[config.mk]
export PLATFORM = sky130hd
export DESIGN_NAME = rgb_to_hsv_converter_flat
export DESIGN_NICKNAME = d
export VERILOG_FILES = /design/src/rtl/rth_pkg.sv /design/src/rtl/rth_pix_if.sv /design/src/rtl/rth_hsv_if.sv /design/src/rtl/rgb_to_hsv_converter.sv /design/src/flat_wrapper.sv
export SDC_FILE = /design/constraint.sdc
export NUM_CORES = 1
export LEC_CHECK = 0
export BUFFER_PORTS_ARGS = -buffer_cell sky130_fd_sc_hd__buf_2
export CELL_PAD_IN_SITES_DETAIL_PLACEMENT = 0
export CELL_PAD_IN_SITES_GLOBAL_PLACEMENT = 2
export CORE_MARGIN = 3
export CORE_UTILIZATION = 41
export DETAILED_ROUTE_END_ITERATION = 16
export PLACE_DENSITY = 0.76
export SLEW_MARGIN = 20
export SYNTH_ARGS = -nofsm -noshare
export SYNTH_HDL_FRONTEND = slang
export SYNTH_SLANG_ARGS = --single-unit
export TNS_END_PERCENT = 5
[constraint.sdc]
create_clock -name i_clk -period 6.47 [get_ports i_clk]
set_clock_uncertainty 0.05 [all_clocks]
set_input_delay 0.647 -clock i_clk [delete_from_list [all_inputs] [get_ports i_clk]]
set_output_delay 0.647 -clock i_clk [all_outputs]
set_load 0.05 [all_outputs]
[src/rtl/rth_pkg.sv]
// Shared types, constants and the divider step for the RGB to HSV converter.
// Used by the channel interfaces and the top level; depends on nothing.
package rth_pkg;

    localparam int CH_W      = 8;
    localparam int HUE_W     = 15;
    localparam int DIV_STEPS = 13;
    localparam int DIV_W     = 9;
    localparam int NUM_W     = DIV_STEPS + DIV_W;
    localparam int STAGES    = DIV_STEPS + 3;

    localparam logic [HUE_W-1:0] HUE_TURN  = 15'd23040;
    localparam logic [HUE_W-1:0] OFF_RED   = 15'd19200;
    localparam logic [HUE_W-1:0] OFF_GREEN = 15'd3840;
    localparam logic [HUE_W-1:0] OFF_BLUE  = 15'd11520;
    localparam logic [NUM_W-1:0] HUE_SCALE = 22'd7680;
    localparam logic [NUM_W-1:0] SAT_SCALE = 22'd510;

    typedef struct packed {
        logic [DIV_W-1:0]     rem;
        logic [DIV_STEPS-1:0] word;
        logic [DIV_W-1:0]     dvs;
    } t_div;

    typedef struct packed {
        logic [CH_W-1:0]  val;
        logic [CH_W-1:0]  dif;
        logic [DIV_W-1:0] u;
        logic [HUE_W-1:0] off;
    } t_front;

    typedef struct packed {
        t_div             hue;
        t_div             sat;
        logic [HUE_W-1:0] off;
        logic             hue_zero;
        logic             sat_zero;
        logic [CH_W-1:0]  val;
    } t_dstage;

    // The dividend must be below dvs * 2**DIV_STEPS so the top bits start as a remainder.
    function automatic t_div div_init(logic [NUM_W-1:0] num, logic [DIV_W-1:0] dvs);
        t_div x;
        x.rem  = num[NUM_W-1:DIV_STEPS];
        x.word = num[DIV_STEPS-1:0];
        x.dvs  = dvs;
        return x;
    endfunction

    // One restoring step: the dividend bit shifts out of word and the quotient bit shifts in.
    function automatic t_div div_step(t_div x);
        logic [DIV_W:0] t;
        logic [DIV_W:0] diff;
        t_div           y;
        t    = {x.rem, x.word[DIV_STEPS-1]};
        diff = t - {1'b0, x.dvs};
        y    = x;
        if (t >= {1'b0, x.dvs}) begin
            y.rem  = diff[DIV_W-1:0];
            y.word = {x.word[DIV_STEPS-2:0], 1'b1};
        end else begin
            y.rem  = t[DIV_W-1:0];
            y.word = {x.word[DIV_STEPS-2:0], 1'b0};
        end
        return y;
    endfunction

endpackage

[src/rtl/rth_pix_if.sv]
// Input channel of the converter: one RGB pixel per beat with valid and ready.
// Depends on rth_pkg for the channel width.
interface rth_pix_if;
    import rth_pkg::*;

    logic            valid;
    logic            ready;
    logic [CH_W-1:0] red_in;
    logic [CH_W-1:0] green_in;
    logic [CH_W-1:0] blue_in;

    modport source (output valid, red_in, green_in, blue_in, input ready);
    modport sink   (input valid, red_in, green_in, blue_in, output ready);
endinterface

[src/rtl/rth_hsv_if.sv]
// Output channel of the converter: one HSV result per beat with valid and ready.
// Depends on rth_pkg for the field widths.
interface rth_hsv_if;
    import rth_pkg::*;

    logic             valid;
    logic             ready;
    logic [HUE_W-1:0] hue_out;
    logic [CH_W-1:0]  sat_out;
    logic [CH_W-1:0]  val_out;

    modport source (output valid, hue_out, sat_out, val_out, input ready);
    modport sink   (input valid, hue_out, sat_out, val_out, output ready);
endinterface

[src/rtl/rgb_to_hsv_converter.sv]
// Channel   | Dir | Payload                      | Handshake
// i_pix     | in  | red_in, green_in, blue_in    | valid / ready
// o_hsv     | out | hue_out, sat_out, val_out    | valid / ready
//
// One pixel is accepted per cycle unless a stall has backed the pipeline up to the input.
// Sixteen register stages carry it: max and min, divider setup, 13 divider steps, output.
// Every stage holds its own valid bit, so bubbles close up while the output stalls.
// Reset clears the valid bits only. A stall holds every occupied stage with no free stage after it.
// Depends on rth_pkg, rth_pix_if and rth_hsv_if.
module rgb_to_hsv_converter (
    input  logic      i_clk,
    input  logic      i_rst_n,
    rth_pix_if.sink   i_pix,
    rth_hsv_if.source o_hsv
);
    import rth_pkg::*;

    logic [STAGES-1:0] r_vld;
    logic [STAGES:0]   stg_rdy;
    logic [STAGES-1:0] stg_vin;

    t_front  r_front;
    t_front  n_front;
    t_dstage r_div [DIV_STEPS+1];
    t_dstage n_div [DIV_STEPS+1];

    logic [HUE_W-1:0] r_hue;
    logic [CH_W-1:0]  r_sat;
    logic [CH_W-1:0]  r_val;
    logic [HUE_W-1:0] n_hue;
    logic [CH_W-1:0]  n_sat;

    logic [CH_W-1:0]   mx;
    logic [CH_W-1:0]   mn;
    logic              red_max;
    logic              green_max;
    logic signed [9:0] num;
    logic signed [9:0] u_full;
    logic [NUM_W-1:0]  hue_num;
    logic [NUM_W-1:0]  sat_num;
    logic [HUE_W-1:0]  hue_sum;

    always_comb begin
        mx = i_pix.red_in;
        if (i_pix.green_in > mx) mx = i_pix.green_in;
        if (i_pix.blue_in > mx)  mx = i_pix.blue_in;
        mn = i_pix.red_in;
        if (i_pix.green_in < mn) mn = i_pix.green_in;
        if (i_pix.blue_in < mn)  mn = i_pix.blue_in;
        red_max   = (mx == i_pix.red_in);
        green_max = !red_max && (mx == i_pix.green_in);
        priority if (red_max) begin
            num         = $signed({2'b00, i_pix.green_in}) - $signed({2'b00, i_pix.blue_in});
            n_front.off = OFF_RED;
        end else if (green_max) begin
            num         = $signed({2'b00, i_pix.blue_in}) - $signed({2'b00, i_pix.red_in});
            n_front.off = OFF_GREEN;
        end else begin
            num         = $signed({2'b00, i_pix.red_in}) - $signed({2'b00, i_pix.green_in});
            n_front.off = OFF_BLUE;
        end
        n_front.val = mx;
        n_front.dif = mx - mn;
        u_full      = num + $signed({2'b00, n_front.dif});
        n_front.u   = u_full[DIV_W-1:0];
    end

    always_comb begin
        hue_num = {13'b0, r_front.u} * HUE_SCALE + {14'b0, r_front.dif};
        sat_num = {14'b0, r_front.dif} * SAT_SCALE + {14'b0, r_front.val};
        n_div[0].hue      = div_init(hue_num, {r_front.dif, 1'b0});
        n_div[0].sat      = div_init(sat_num, {r_front.val, 1'b0});
        n_div[0].off      = r_front.off;
        n_div[0].hue_zero = (r_front.dif == '0);
        n_div[0].sat_zero = (r_front.val == '0);
        n_div[0].val      = r_front.val;
        for (int k = 1; k <= DIV_STEPS; k++) begin
            n_div[k]     = r_div[k-1];
            n_div[k].hue = div_step(r_div[k-1].hue);
            n_div[k].sat = div_step(r_div[k-1].sat);
        end
    end

    always_comb begin
        hue_sum = {2'b00, r_div[DIV_STEPS].hue.word} + r_div[DIV_STEPS].off;
        if (r_div[DIV_STEPS].hue_zero) begin
            n_hue = '0;
        end else if (hue_sum >= HUE_TURN) begin
            n_hue = hue_sum - HUE_TURN;
        end else begin
            n_hue = hue_sum;
        end
        n_sat = r_div[DIV_STEPS].sat_zero ? '0 : r_div[DIV_STEPS].sat.word[CH_W-1:0];
    end

    always_comb begin
        stg_rdy[STAGES] = o_hsv.ready;
        for (int k = STAGES - 1; k >= 0; k--) begin
            stg_rdy[k] = !r_vld[k] || stg_rdy[k+1];
        end
        stg_vin = {r_vld[STAGES-2:0], i_pix.valid};
    end

    always_ff @(posedge i_clk) begin
        if (!i_rst_n) begin
            r_vld <= '0;
        end else begin
            for (int k = 0; k < STAGES; k++) begin
                if (stg_rdy[k]) r_vld[k] <= stg_vin[k];
            end
        end
    end

    always_ff @(posedge i_clk) begin
        if (stg_rdy[0] && stg_vin[0]) r_front <= n_front;
        for (int k = 0; k <= DIV_STEPS; k++) begin
            if (stg_rdy[k+1] && stg_vin[k+1]) r_div[k] <= n_div[k];
        end
        if (stg_rdy[STAGES-1] && stg_vin[STAGES-1]) begin
            r_hue <= n_hue;
            r_sat <= n_sat;
            r_val <= r_div[DIV_STEPS].val;
        end
    end

    assign i_pix.ready   = stg_rdy[0];
    assign o_hsv.valid   = r_vld[STAGES-1];
    assign o_hsv.hue_out = r_hue;
    assign o_hsv.sat_out = r_sat;
    assign o_hsv.val_out = r_val;

endmodule

[src/flat_wrapper.sv]
// flat-port wrapper written by rule: the top's interface ports become plain ports
module rgb_to_hsv_converter_flat import rth_pkg::*;
  (i_clk, i_rst_n, i_pix_valid, i_pix_red_in, i_pix_green_in, i_pix_blue_in, i_pix_ready, o_hsv_valid, o_hsv_hue_out, o_hsv_sat_out, o_hsv_val_out, o_hsv_ready);
  rth_pix_if i_pix_i ();
  rth_hsv_if o_hsv_i ();
  input  logic i_clk;
  input  logic i_rst_n;
  input wire logic [$bits(i_pix_i.valid)-1:0] i_pix_valid;
  input wire logic [$bits(i_pix_i.red_in)-1:0] i_pix_red_in;
  input wire logic [$bits(i_pix_i.green_in)-1:0] i_pix_green_in;
  input wire logic [$bits(i_pix_i.blue_in)-1:0] i_pix_blue_in;
  output wire logic [$bits(i_pix_i.ready)-1:0] i_pix_ready;
  output wire logic [$bits(o_hsv_i.valid)-1:0] o_hsv_valid;
  output wire logic [$bits(o_hsv_i.hue_out)-1:0] o_hsv_hue_out;
  output wire logic [$bits(o_hsv_i.sat_out)-1:0] o_hsv_sat_out;
  output wire logic [$bits(o_hsv_i.val_out)-1:0] o_hsv_val_out;
  input wire logic [$bits(o_hsv_i.ready)-1:0] o_hsv_ready;
  assign i_pix_i.valid = i_pix_valid;
  assign i_pix_i.red_in = i_pix_red_in;
  assign i_pix_i.green_in = i_pix_green_in;
  assign i_pix_i.blue_in = i_pix_blue_in;
  assign i_pix_ready = i_pix_i.ready;
  assign o_hsv_valid = o_hsv_i.valid;
  assign o_hsv_hue_out = o_hsv_i.hue_out;
  assign o_hsv_sat_out = o_hsv_i.sat_out;
  assign o_hsv_val_out = o_hsv_i.val_out;
  assign o_hsv_i.ready = o_hsv_ready;
  rgb_to_hsv_converter u_core (.i_clk(i_clk), .i_rst_n(i_rst_n), .i_pix(i_pix_i), .o_hsv(o_hsv_i));
endmodule
==> metrics.csv <==
stage,metric,value,unit
sta,Final period util,93.76,%
yosys,Synth Instances,3092,
clocking,CTS H-tree depth,3,
clocking,CTS Hold Bufs,0,
final_layout,post-route cell area,46720,um^2
route,DR WL/cell,16.41,um
global_route,GRT busiest layer,met2,
route,final antenna-violating net count,0,
die,die area,103300,um^2
placed_design,port bufs,60,
global_route,M1 GR Usage,16.40,%
worst_setup_path,Worst path slowest cell,a2111oi_4,
worst_setup_path,R2R setup slack,0.97,ns
final_layout,Final Non-Filler Cells,4700,
yosys,syn nets,3517,
yosys,number of synthesis warnings,0,
worst_setup_path,Critical Path End,u_core.r_front[23],
global_route,first-pass GRT wire length,127900,um
sta,setup tns final,0,ns
sta,Tmin final,6.066,ns
route,DR pass1 iterations,5,
worst_setup_path,crit path max fanout,9,
sta,Rel. slew slack,34.60,%
yosys,post-synthesis cell area,40810,um^2
outcome,outcome,finished clean,
worst_setup_path,Worst Path Required,6.89,ns
yosys,top post-synthesis cells by area,"edfxtp_1 (59%), ha_1 (9.8%), fa_1 (3.7%), inv_1 (3.3%), a21oi_1 (2.8%)",
die,initial core utilization,41.40,%
clocking,clk root buf,clkbuf_16,
die,chip width,321.5,um
route,Detailed Route Iter0 Violations,1021,
global_route,GRT Residual Overflow,0,
worst_setup_path,CP endpoint kind,register,
global_route,largest net degree at the start of global routing,59,
yosys,register area share after synthesis,59.43,%
worst_setup_path,crit-path max cell delay,0.46,ns
power_and_ir_drop,Peak VDD IR,1198,uV
placed_design,Detailed Place HPWL,58710,um
power_and_ir_drop,Design Power,0.02388,W
final_layout,Area Overhead vs Synth,14.48,%
yosys,Synth Area per Inst,13.20,um^2
sta,RSZ-0062 raised after global routing,no,
final_layout,fraction of layout cells with a size suffix above 1,12.57,%
global_route,initial antenna violation count,1,
sta,fin. max-slew vios,0,
sta,hold violation count in the final report,0,
sta,fmax,164.8,MHz
clocking,Clock Sinks,813,
worst_setup_path,Worst R2R Path Depth,15,
worst_setup_path,"Arr. time, crit path",6.48,ns
yosys,Commonest cells post-synth,"edfxtp_1 (797), inv_1 (360), ha_1 (321), a21oi_1 (226), nor2_1 (181)",
global_route,Total GRT Usage,15.22,%
sta,final setup fails,0,
route,vias per cell,5.029,
clocking,worst skew pair latency,0.62,ns
global_route,vias in the first global route,25494,
worst_setup_path,Worst path top cell family by delay,compound AO/OA/AOI/OAI gates,
placed_design,RePlAce Congestion,0.8827,
die,y dimension of the die,321.5,um
yosys,largest area contributor in the netlist,edfxtp_1,
final_layout,n_diodes,0,
yosys,"flops & latches, synth",813,
die,Row Count,115,
worst_setup_path,CP Launch Type,input pin,
power_and_ir_drop,Leakage,18.46,nW
worst_setup_path,Reg2Reg Capture Point,u_core.r_div[0][50],
final_layout,Final Util,47.40,%
route,drc violations,0,
clocking,Max Buffers Root-to-Sink,3,
worst_setup_path,Crit path buffers/inverters,3,
sta,Slew @ Worst Pin,0.9790,ns
clocking,CTS tree,built,
yosys,top-count cell post-synth,edfxtp_1,
die,Core ar.,98560,um^2
worst_setup_path,Worst R2R Start,u_core.n_div[1191],
final_layout,nets@finish,3766,
global_route,met2 GRT Util,29.80,%
worst_setup_path,WP depth,31,
yosys,Post-synth EDFFs,797,
placed_design,placed insts,4534,
die,# IOs,61,
power_and_ir_drop,Cell Pwr Density,511.1,nW/um^2
yosys,Main synth FF type,edfxtp_1,
route,Vias,23634,
min_path,Min-Delay Path Class,in -> reg,
flow_run,max-cap viol count,0,
route,Post-Route WL,77150,um
global_route,grt met3 use,1.979,%
placed_design,DP Area,43710,um^2
clocking,clock-pin slew on the worst setup and hold paths,0.06,ns
yosys,Cell variety after synth,75,
worst_setup_path,crit path from,i_pix_green_in[4],
worst_setup_path,WS Path Type,in -> reg,
yosys,"Async S/R FF share, synth",0,%
yosys,Synth top area share,58.65,%
clocking,CTS Buf Count,85,
[what timing repair did]
item	CTS	global route
resized for setup	0	27
setup endpoints to repair	0	2
buffers inserted	0	6
[stage by stage]
stage	hold slack [ns]	setup slack, ns
6_report	0.3317	0.4035
5_1_grt	0.3126	0.008082
4_1_cts	0.2703	0.1706
3_5_place_dp	0.3545	-0.5025
3_3_place_gp	0.3503	-0.4023
2_1_floorplan	0.3503	-0.09485
[sequential cells by signal, indices dropped and copies added (netlist names)]
name                  cells
u_core.o_hsv.sat_out      8
u_core.n_div             20
u_core.o_hsv.val_out      8
u_core.r_front            9
u_core.r_div            737
u_core.o_hsv.hue_out     15
u_core.r_vld             16
[layout by cell type, fill, tap and decap left out, types with 85 or more instances in the layout]
cell type  count
nor2b_1      118
clkbuf_16     86
nand2b_1      85
buf_4        137
ha_1         318
o21ai_0      108
edfxtp_1     797
xnor2_1      126
a21oi_1      221
inv_1        360
nor2_1       181
a21o_1       114
[power breakdown]
part | internal, W | switching [W]
registers | 0.00679 | 0.000239
logic | 0.00550 | 0.00651
clock network | 0.00284 | 0.00200
total | 0.0151 | 0.00875
[per-layer routing]
layer | vias to the layer above | routed length [um]
met2 | 345 | 42170
met3 | 151 | 2306
met5 | - | 9
met1 | 11460 | 30110
li1 | 11676 | -
met4 | 2 | 2553
[layout make-up]
cell class	instances	area, um^2
inverter	361	1355
timing repair buffer	198	1344
multi-input combinational	1882	15330
clock inverter	56	594.3
sequential	813	24250
fill	8680	51850
clock buffer	103	2226
tap	1287	1610
[kinds of logic after synthesis]
group,share of synthesized area [%]
flops,59.43
fa+ha+maj,13.57
mux,1.628
simple gates,7.770
compound gates,9.818
xor+xnor,4.078
buf+inv,3.701
[how the worst min path moves through the flow]
| stage | from | end | slack (ns) | depth (start not counted) |
|---|---|---|---|---|
| after detailed placement | u_core.r_div[0][75] | u_core.r_div[0][163] | 0.35 | 0 |
| after global placement | u_core.r_div[2][284] | u_core.r_div[3][23] | 0.35 | 0 |
| final | i_pix_valid | u_core.r_vld[0] | 0.33 | 3 |
| after floorplan | u_core.r_div[3][134] | u_core.o_hsv.val_out[0] | 0.35 | 0 |
| after CTS | i_pix_valid | u_core.r_vld[0] | 0.27 | 3 |
| after global routing | i_pix_valid | u_core.r_vld[0] | 0.31 | 3 |
[worst reg2reg max path, stage by stage, from the launching register on]
cell       delay [ns]
edfxtp_1         0.58
fa_1             0.67
inv_1            0.08
fa_1             0.54
inv_1            0.06
fa_1             0.52
fa_1             0.49
ha_1             0.34
a21oi_1          0.22
o21bai_1         0.09
a21o_1           0.21
a2111oi_0        0.42
a311oi_1         0.15
or3_1            0.42
a211oi_1         0.29
xor2_1           0.11
Note: power is estimated with default switching activity, not from simulation.
